<file path="config.mk">
export PLATFORM = sky130hd
export DESIGN_NAME = date_time_field_editor
export DESIGN_NICKNAME = d
export VERILOG_FILES = /design/src/design/dtfe_pkg.sv /design/src/design/date_time_field_editor.sv
export SDC_FILE = /design/constraint.sdc
export NUM_CORES = 1
export LEC_CHECK = 0
export BUFFER_PORTS_ARGS = -buffer_cell sky130_fd_sc_hd__buf_2
export CELL_PAD_IN_SITES_DETAIL_PLACEMENT = 0
export CELL_PAD_IN_SITES_GLOBAL_PLACEMENT = 1
export CORE_UTILIZATION = 47
export CTS_BUF_LIST = sky130_fd_sc_hd__clkbuf_2
export CTS_CLUSTER_SIZE = 16
export DETAILED_ROUTE_END_ITERATION = 16
export PLACE_DENSITY_LB_ADDON = 0.3
export REMOVE_ABC_BUFFERS = 1
export SLEW_MARGIN = 40
export SYNTH_ARGS = -nofsm -noshare
export SYNTH_HDL_FRONTEND = slang
export SYNTH_SLANG_ARGS = --single-unit
</file>
<file path="constraint.sdc">
create_clock -name clock -period 6.3 [get_ports clock]
set_input_delay 0 -clock clock [delete_from_list [all_inputs] [get_ports clock]]
set_output_delay 0 -clock clock [all_outputs]
set_load 0.05 [all_outputs]
</file>
<file path="src/design/dtfe_pkg.sv">
// Package for the date and time field editor: beat types, operation codes,
// field indexes and calendar limits.
// Depends on nothing; used by the top level, its checker and the testbench.
package dtfe_pkg;

   localparam logic [2:0] OP_UP     = 3'd0;
   localparam logic [2:0] OP_DOWN   = 3'd1;
   localparam logic [2:0] OP_PREV   = 3'd2;
   localparam logic [2:0] OP_NEXT   = 3'd3;
   localparam logic [2:0] OP_MODE   = 3'd4;
   localparam logic [2:0] OP_LOAD   = 3'd5;

   localparam logic [2:0] FLD_YEAR   = 3'd0;
   localparam logic [2:0] FLD_MONTH  = 3'd1;
   localparam logic [2:0] FLD_DAY    = 3'd2;
   localparam logic [2:0] FLD_HOUR   = 3'd3;
   localparam logic [2:0] FLD_MINUTE = 3'd4;
   localparam logic [2:0] FLD_SECOND = 3'd5;
   localparam logic [2:0] FLD_AMPM   = 3'd6;

   localparam logic [11:0] YEAR_MIN      = 12'd1970;
   localparam logic [11:0] YEAR_MAX      = 12'd2100;
   localparam logic [3:0]  MONTHS        = 4'd12;
   localparam logic [4:0]  DAYS_FEB      = 5'd28;
   localparam logic [4:0]  DAYS_FEB_LEAP = 5'd29;
   localparam logic [4:0]  DAYS_SHORT    = 5'd30;
   localparam logic [4:0]  DAYS_LONG     = 5'd31;
   localparam logic [4:0]  HOUR_NOON     = 5'd12;
   localparam logic [4:0]  HOUR_LAST     = 5'd23;
   localparam logic [5:0]  MINUTE_LAST   = 6'd59;

   typedef struct packed {
      logic [2:0]  op;
      logic        edit_locked;
      logic [11:0] load_year;
      logic [3:0]  load_month;
      logic [4:0]  load_day;
      logic [4:0]  load_hour;
      logic [5:0]  load_minute;
      logic [5:0]  load_second;
   } dtfe_req_type;

   typedef struct packed {
      logic [11:0] year;
      logic [3:0]  month;
      logic [4:0]  day;
      logic [4:0]  hour;
      logic [5:0]  minute;
      logic [5:0]  second;
      logic [4:0]  display_hour;
      logic        is_pm;
      logic [2:0]  field_sel;
      logic        mode_24;
      logic        changed;
   } dtfe_rsp_type;

endpackage

</file>
<file path="src/design/date_time_field_editor.sv">
// Top level of the date and time field editor: input register, edit and
// normalisation logic, calendar state and result register.
// Depends on dtfe_pkg.
//
// Usage: each request beat is a button event (up, down, previous field,
// next field, toggle 24-hour mode) or a time load. Every request beat gives
// exactly one response beat with the full date and time after the event,
// the 12-hour display hour, the PM flag, the selected field and the mode.
// A request beat is taken into the input register, worked on from there,
// where the calendar state is updated, and shown from the result register.
// Throughput is one beat per cycle while the receiver does not stall; the
// calendar state is updated in the same cycle that the beat is worked on,
// so back-to-back beats see each other's edits. When the receiver stalls,
// the result register holds its beat and the input register fills;
// req_stall rises only once both are full. Reset empties both registers
// and sets the date to 1 January 1970, 00:00:00, year field selected,
// 12-hour mode.
module date_time_field_editor
   import dtfe_pkg::*;
(
   input  logic         clock,
   input  logic         reset,
   input  logic         req_valid,
   output logic         req_stall,
   input  dtfe_req_type req_data,
   output logic         rsp_valid,
   input  logic         rsp_stall,
   output dtfe_rsp_type rsp_data
);

   logic         in_valid_ff;
   dtfe_req_type in_data_ff;
   logic         out_valid_ff;
   dtfe_rsp_type out_data_ff;
   logic         advance;

   logic [11:0] year_ff, year_in;
   logic [3:0]  month_ff, month_in;
   logic [4:0]  day_ff, day_in;
   logic [4:0]  hour_ff, hour_in;
   logic [5:0]  minute_ff, minute_in;
   logic [5:0]  second_ff, second_in;
   logic [2:0]  field_ff, field_in;
   logic        mode_24_ff, mode_24_in;

   logic [12:0]       year_raw;
   logic [3:0]        month_raw;
   logic [5:0]        day_raw;
   logic signed [6:0] hour_raw;
   logic signed [6:0] minute_raw;
   logic signed [6:0] second_raw;
   logic              changed;
   logic              is_up;
   logic              leap;
   logic [4:0]        days;
   logic [2:0]        count;
   logic [2:0]        field_mod;
   logic [4:0]        display_hour;
   dtfe_rsp_type      rsp_in;

   assign advance   = !out_valid_ff || !rsp_stall;
   assign req_stall = in_valid_ff && !advance;
   assign rsp_valid = out_valid_ff;
   assign rsp_data  = out_data_ff;

   always_comb begin
      is_up      = (in_data_ff.op == OP_UP);
      changed    = 1'b0;
      year_raw   = {1'b0, year_ff};
      month_raw  = month_ff;
      day_raw    = {1'b0, day_ff};
      hour_raw   = $signed({2'b00, hour_ff});
      minute_raw = $signed({1'b0, minute_ff});
      second_raw = $signed({1'b0, second_ff});
      field_in   = field_ff;
      mode_24_in = mode_24_ff;
      count      = mode_24_ff ? 3'd6 : 3'd7;
      field_mod  = (field_ff >= count) ? field_ff - count : field_ff;

      case (in_data_ff.op)
         OP_UP, OP_DOWN: begin
            if (!in_data_ff.edit_locked) begin
               changed = 1'b1;
               case (field_ff)
                  FLD_YEAR:   year_raw   = is_up ? year_raw + 13'd1 : year_raw - 13'd1;
                  FLD_MONTH:  month_raw  = is_up ? month_raw + 4'd1 : month_raw - 4'd1;
                  FLD_DAY:    day_raw    = is_up ? day_raw + 6'd1 : day_raw - 6'd1;
                  FLD_HOUR:   hour_raw   = is_up ? hour_raw + 7'sd1 : hour_raw - 7'sd1;
                  FLD_MINUTE: minute_raw = is_up ? minute_raw + 7'sd1 : minute_raw - 7'sd1;
                  FLD_SECOND: second_raw = is_up ? second_raw + 7'sd1 : second_raw - 7'sd1;
                  FLD_AMPM:   hour_raw   = is_up ? hour_raw + 7'sd12 : hour_raw - 7'sd12;
                  default:    changed    = 1'b0;
               endcase
            end
         end
         OP_PREV: begin
            field_in = (field_mod == 3'd0) ? count - 3'd1 : field_mod - 3'd1;
            changed  = 1'b1;
         end
         OP_NEXT: begin
            field_in = (field_mod == count - 3'd1) ? 3'd0 : field_mod + 3'd1;
            changed  = 1'b1;
         end
         OP_MODE: begin
            mode_24_in = !mode_24_ff;
            if (!mode_24_ff && field_ff >= FLD_AMPM) begin
               field_in = FLD_SECOND;
            end
            changed = 1'b1;
         end
         OP_LOAD: begin
            year_raw   = {1'b0, in_data_ff.load_year};
            month_raw  = in_data_ff.load_month;
            day_raw    = {1'b0, in_data_ff.load_day};
            hour_raw   = $signed({2'b00, in_data_ff.load_hour});
            minute_raw = $signed({1'b0, in_data_ff.load_minute});
            second_raw = $signed({1'b0, in_data_ff.load_second});
            changed    = 1'b1;
         end
         default: changed = 1'b0;
      endcase

      if (month_raw > MONTHS) begin
         month_in = month_raw - MONTHS;
      end else if (month_raw == 4'd0) begin
         month_in = MONTHS;
      end else begin
         month_in = month_raw;
      end

      if (year_raw > {1'b0, YEAR_MAX}) begin
         year_in = YEAR_MAX;
      end else if (year_raw < {1'b0, YEAR_MIN}) begin
         year_in = YEAR_MIN;
      end else begin
         year_in = year_raw[11:0];
      end

      // Within 1970..2100 the only century years are 2000, a leap year, and 2100.
      leap = (year_in[1:0] == 2'b00) && (year_in != YEAR_MAX);
      case (month_in)
         4'd2:                      days = leap ? DAYS_FEB_LEAP : DAYS_FEB;
         4'd4, 4'd6, 4'd9, 4'd11:   days = DAYS_SHORT;
         default:                   days = DAYS_LONG;
      endcase

      if (day_raw > {1'b0, days}) begin
         day_in = 5'(day_raw - {1'b0, days});
      end else if (day_raw == 6'd0) begin
         day_in = days;
      end else begin
         day_in = day_raw[4:0];
      end

      if (hour_raw > 7'sd23) begin
         hour_in = 5'(hour_raw - 7'sd24);
      end else if (hour_raw < 7'sd0) begin
         hour_in = 5'(hour_raw + 7'sd24);
      end else begin
         hour_in = hour_raw[4:0];
      end

      if (minute_raw > 7'sd59) begin
         minute_in = 6'(minute_raw - 7'sd60);
      end else if (minute_raw < 7'sd0) begin
         minute_in = 6'(minute_raw + 7'sd60);
      end else begin
         minute_in = minute_raw[5:0];
      end

      if (second_raw > 7'sd59) begin
         second_in = 6'(second_raw - 7'sd60);
      end else if (second_raw < 7'sd0) begin
         second_in = 6'(second_raw + 7'sd60);
      end else begin
         second_in = second_raw[5:0];
      end

      if (mode_24_in) begin
         display_hour = hour_in;
      end else if (hour_in == 5'd0) begin
         display_hour = HOUR_NOON;
      end else if (hour_in > HOUR_NOON) begin
         display_hour = hour_in - HOUR_NOON;
      end else begin
         display_hour = hour_in;
      end

      rsp_in.year           = year_in;
      rsp_in.month          = month_in;
      rsp_in.day            = day_in;
      rsp_in.hour           = hour_in;
      rsp_in.minute         = minute_in;
      rsp_in.second         = second_in;
      rsp_in.display_hour   = display_hour;
      rsp_in.is_pm          = (hour_in >= HOUR_NOON);
      rsp_in.field_sel      = field_in;
      rsp_in.mode_24        = mode_24_in;
      rsp_in.changed        = changed;
   end

   always_ff @(posedge clock) begin
      if (reset) begin
         in_valid_ff  <= 1'b0;
         out_valid_ff <= 1'b0;
         year_ff      <= YEAR_MIN;
         month_ff     <= 4'd1;
         day_ff       <= 5'd1;
         hour_ff      <= 5'd0;
         minute_ff    <= 6'd0;
         second_ff    <= 6'd0;
         field_ff     <= FLD_YEAR;
         mode_24_ff   <= 1'b0;
      end else begin
         if (!req_stall) begin
            in_valid_ff <= req_valid;
         end
         if (advance) begin
            out_valid_ff <= in_valid_ff;
            if (in_valid_ff) begin
               year_ff    <= year_in;
               month_ff   <= month_in;
               day_ff     <= day_in;
               hour_ff    <= hour_in;
               minute_ff  <= minute_in;
               second_ff  <= second_in;
               field_ff   <= field_in;
               mode_24_ff <= mode_24_in;
            end
         end
      end
   end

   always_ff @(posedge clock) begin
      if (!req_stall && req_valid) begin
         in_data_ff <= req_data;
      end
      if (advance && in_valid_ff) begin
         out_data_ff <= rsp_in;
      end
   end

endmodule

</file>
==> results.py <==
metrics = {
    "place": {
        "numPlacedInstances": 1163,
        "hpwlAfterDp_mm": 14.7,
        "globalplace.congestion": 0.905,
        "place_ws_ns": 0.500,
        "placement.io_buffers": 96,
    },
    "critical_path": {
        "cp.required_ns": 6.94,
        "worstSetupStartpoint": "in_data_ff[39]",
        "rr_startpoint": "in_data_ff[39]",
        "crit_fanout": 19,
        "critPathCaptureType": "flop",
        "worst_ep_arrival_time_ns": 6.49,
        "setup.worst_path.class": "flop to flop",
        "nature_of_the_critical_path_startpoint": "flop",
        "regToRegSetupSlack_ns": 0.46,
    },
    "synthesis": {
        "netlist_instances": 866,
        "netlist_top_cells_count": "92 x nand2_1, 91 x edfxtp_1, 64 x a21oi_1, 64 x nor2_1, 54 x ha_1",
        "yosys-top-cells-area": "edfxtp_1 33%, dfxtp_1 11%, ha_1 8.1%",
        "share_of_flip_flops_with_an_asynchronous_set_or_reset_after_synthesis": 0,
        "synth_top_area_cell": "edfxtp_1",
        "ys_warn_count": 0,
        "yosys.cell_count.top_type": "nand2_1",
        "yosys.area.top_type_share": 0.329,
        "post_synth_num_cell_types": 82,
        "mappedNetlistArea_um2": 8310,
        "synth_seq_area_share": 0.435,
        "number_of_synthesized_flops_with_an_enable_pin": 91,
        "synthFlopType": "edfxtp_1",
        "yosys_register_bits": 135,
        "avgSynthCellArea_um2": 9.60,
    },
    "worst_hold_path": {
        "hold_path.class": "input pin to flop",
        "min_from": "reset",
    },
    "cts": {
        "tritoncts": "built",
        "cts.repair_timing.setup_buffer_count": 0,
        "worstSkewPairLatency_ns": 0.73,
        "h-tree-depth": 4,
        "cts_sinks": 135,
        "cts-root-to-sink-buffers": 2,
        "cts_hold_repair.buffers": 90,
        "post_cts_resize_count": 0,
        "ctsRootBufferMaster": "clkbuf_2",
        "tritoncts.num_buffers": 17,
        "clkTransAtPathRegs_ns": 0.22,
    },
    "floorplan": {
        "fp-row-count": 48,
        "die_w_um": 135,
        "die_height_um": 135,
        "floorplan.initialDensity": 0.481,
        "coreArea_um2": 17300,
        "die_area_um2": 18200,
        "design.portCount": 97,
    },
    "pwr": {
        "design_power_total_uw": 2220,
        "power.ir.vdd_worst_v": 0.000144,
        "power.density_nw_per_um2": 217,
        "static-leakage-power_uw": 0.00408,
    },
    "detailed_routing": {
        "avgViaCountPerCell": 5.66,
        "wl_per_cell_um": 17.3,
        "drt_first_iter_violations": 467,
        "route.detailed.drc": 0,
        "drt.antenna.violating_nets": 0,
        "vias": 7274,
        "detailedRoute.firstPassIterationCount": 5,
        "detail_route.wirelength_mm": 22.2,
    },
    "sta": {
        "relSlewSlack": 0.524,
        "tightestPinTransition_ns": 0.712,
        "worst_slack_ns": 0.455,
        "timing.final.crit_period_ns": 5.84,
        "report.final.hold_viol_count": 0,
        "unrepaired_setup_endpoints_after_global_routing": "false",
        "setup_viol_count_final": 0,
        "setup_total_negative_slack_ns": 0,
        "worst_clock_skew_ns": 0.0398,
        "finalCritPeriodShare": 0.928,
        "report.final.slew_viol_count": 0,
        "timing.fmax_ghz": 0.171,
    },
    "global_routing": {
        "global_route_wire_length_before_repair_mm": 35.8,
        "grt_antenna_before_repair": 1,
        "grt_total_ovfl": 0,
        "grt_start_max_net_pins": 46,
        "grt_util_all_layers": 0.253,
        "via_count_of_the_first_global_routing_pass": 6975,
    },
    "layout": {
        "areaGrowthSynthToFinish_pct": 23.1,
        "nNetsFinal": 1153,
        "finish.cell_count_without_fillers": 1286,
        "drive_above_1_share": 0.159,
        "fill_cells": 1548,
    },
    "outcome": {
        "run_status": "complete, no violations",
    },
    "flow_run": {
        "cap_viol_max_count": 0,
    },
}
-- per-layer routing --
metal / vias up / share of wire / GRT usage
met5: - / 0 / 0
met4: 0 / 0.012 / 0.0730
met3: 22 / 0.047 / 0.0484
met2: 207 / 0.47 / 0.406
met1: 3447 / 0.48 / 0.346
li1: 3598 / - / -
-- area by class of cell --
| type | instances | area (um^2) | share of cell area |
|---|---|---|---|
| clock inverter | 14 | 199 | 0.0194 |
| sequential | 135 | 3610 | 0.353 |
| clock buffer | 18 | 90.1 | 0.00880 |
| multi-input combinational | 638 | 4350 | 0.425 |
| antenna | 1 | 2.50 | 0.000244 |
| tap | 225 | 282 | 0.0275 |
| timing repair buffer | 201 | 1490 | 0.146 |
| inverter | 54 | 204 | 0.0199 |
-- per-stage QoR --
| stage | hold slack, ns | cell area, um^2 | utilization |
|---|---|---|---|
| floorplan | 0.0691 | 8140 | - |
| global placement | 0.177 | 9030 | 0.522 |
| detailed placement | 0.178 | 9030 | 0.522 |
| CTS | 0.322 | 10200 | 0.591 |
| global route | 0.329 | 10200 | 0.592 |
| finish | 0.379 | 10200 | 0.592 |
-- registers in the layout (all words and copies together) (netlist names), 3 cells and up --
| register | flops |
|---|---|
| rsp_data | 49 |
| day_ff | 5 |
| second_ff | 6 |
| minute_ff | 6 |
| hour_ff | 5 |
| in_data_ff | 42 |
| year_ff | 12 |
| field_ff | 3 |
| month_ff | 4 |
-- logic make-up (layout without fill, tap and decap cells) --
logic type                 count (synthesis)  in the layout  share of synthesized area
xor gates and xnor gates                  24             24                     0.0253
muxes                                      9              9                     0.0110
and+or+nand+nor                          288            288                      0.171
buffers and inverters                     93            287                     0.0448
adders and majority gates                 60             60                     0.0957
other                                      0              1                          0
DFF                                      135            135                      0.435
AOI/OAI and AO/OA                        257            257                      0.217
-- critical path: stages, from the launching register on --
cell and delay (ns):
edfxtp_1 0.46, or3_2 0.72, ha_1 0.55, nand4_1 0.16, a211oi_1 0.42, nor2_1 0.12
a2111o_1 0.40, o21a_1 0.15, nand2_1 0.16, inv_1 0.11, and2_1 0.16, a32oi_1 0.20
o31ai_2 0.11, ha_1 0.22, fa_1 0.41, nor3_1 0.33, a32o_1 0.43, o211ai_1 0.19
mux2i_1 0.23, nand2_1 0.08, a21oi_1 0.14
-- power breakdown --
group | switching [uW] | internal [uW]
Clock | 344 | 267
Combinational | 351 | 215
Sequential | 31.4 | 1010
-- cells in the final DEF (no fill, tap or decap), types with 18 or more instances in the layout --
cell type | synthesis | final
buf_2 | 7 | 96
nand2_1 | 92 | 92
edfxtp_1 | 91 | 91
dlygate4sd3_1 | 0 | 90
a21oi_1 | 64 | 64
nor2_1 | 64 | 64
ha_1 | 54 | 54
inv_1 | 51 | 50
dfxtp_1 | 44 | 44
o21ai_0 | 36 | 36
nand3_1 | 24 | 24
nor3_1 | 19 | 19
xnor2_1 | 18 | 18
clkbuf_2 | 0 | 18
-- worst paths after layout --
kind | endpoint | cells after the start
max | day_ff[3] | 20
min | mode_24_ff | 4
max reg2reg | day_ff[3] | 20
min reg2reg | year_ff[10] | 2
(Power assumes the default switching activity.)
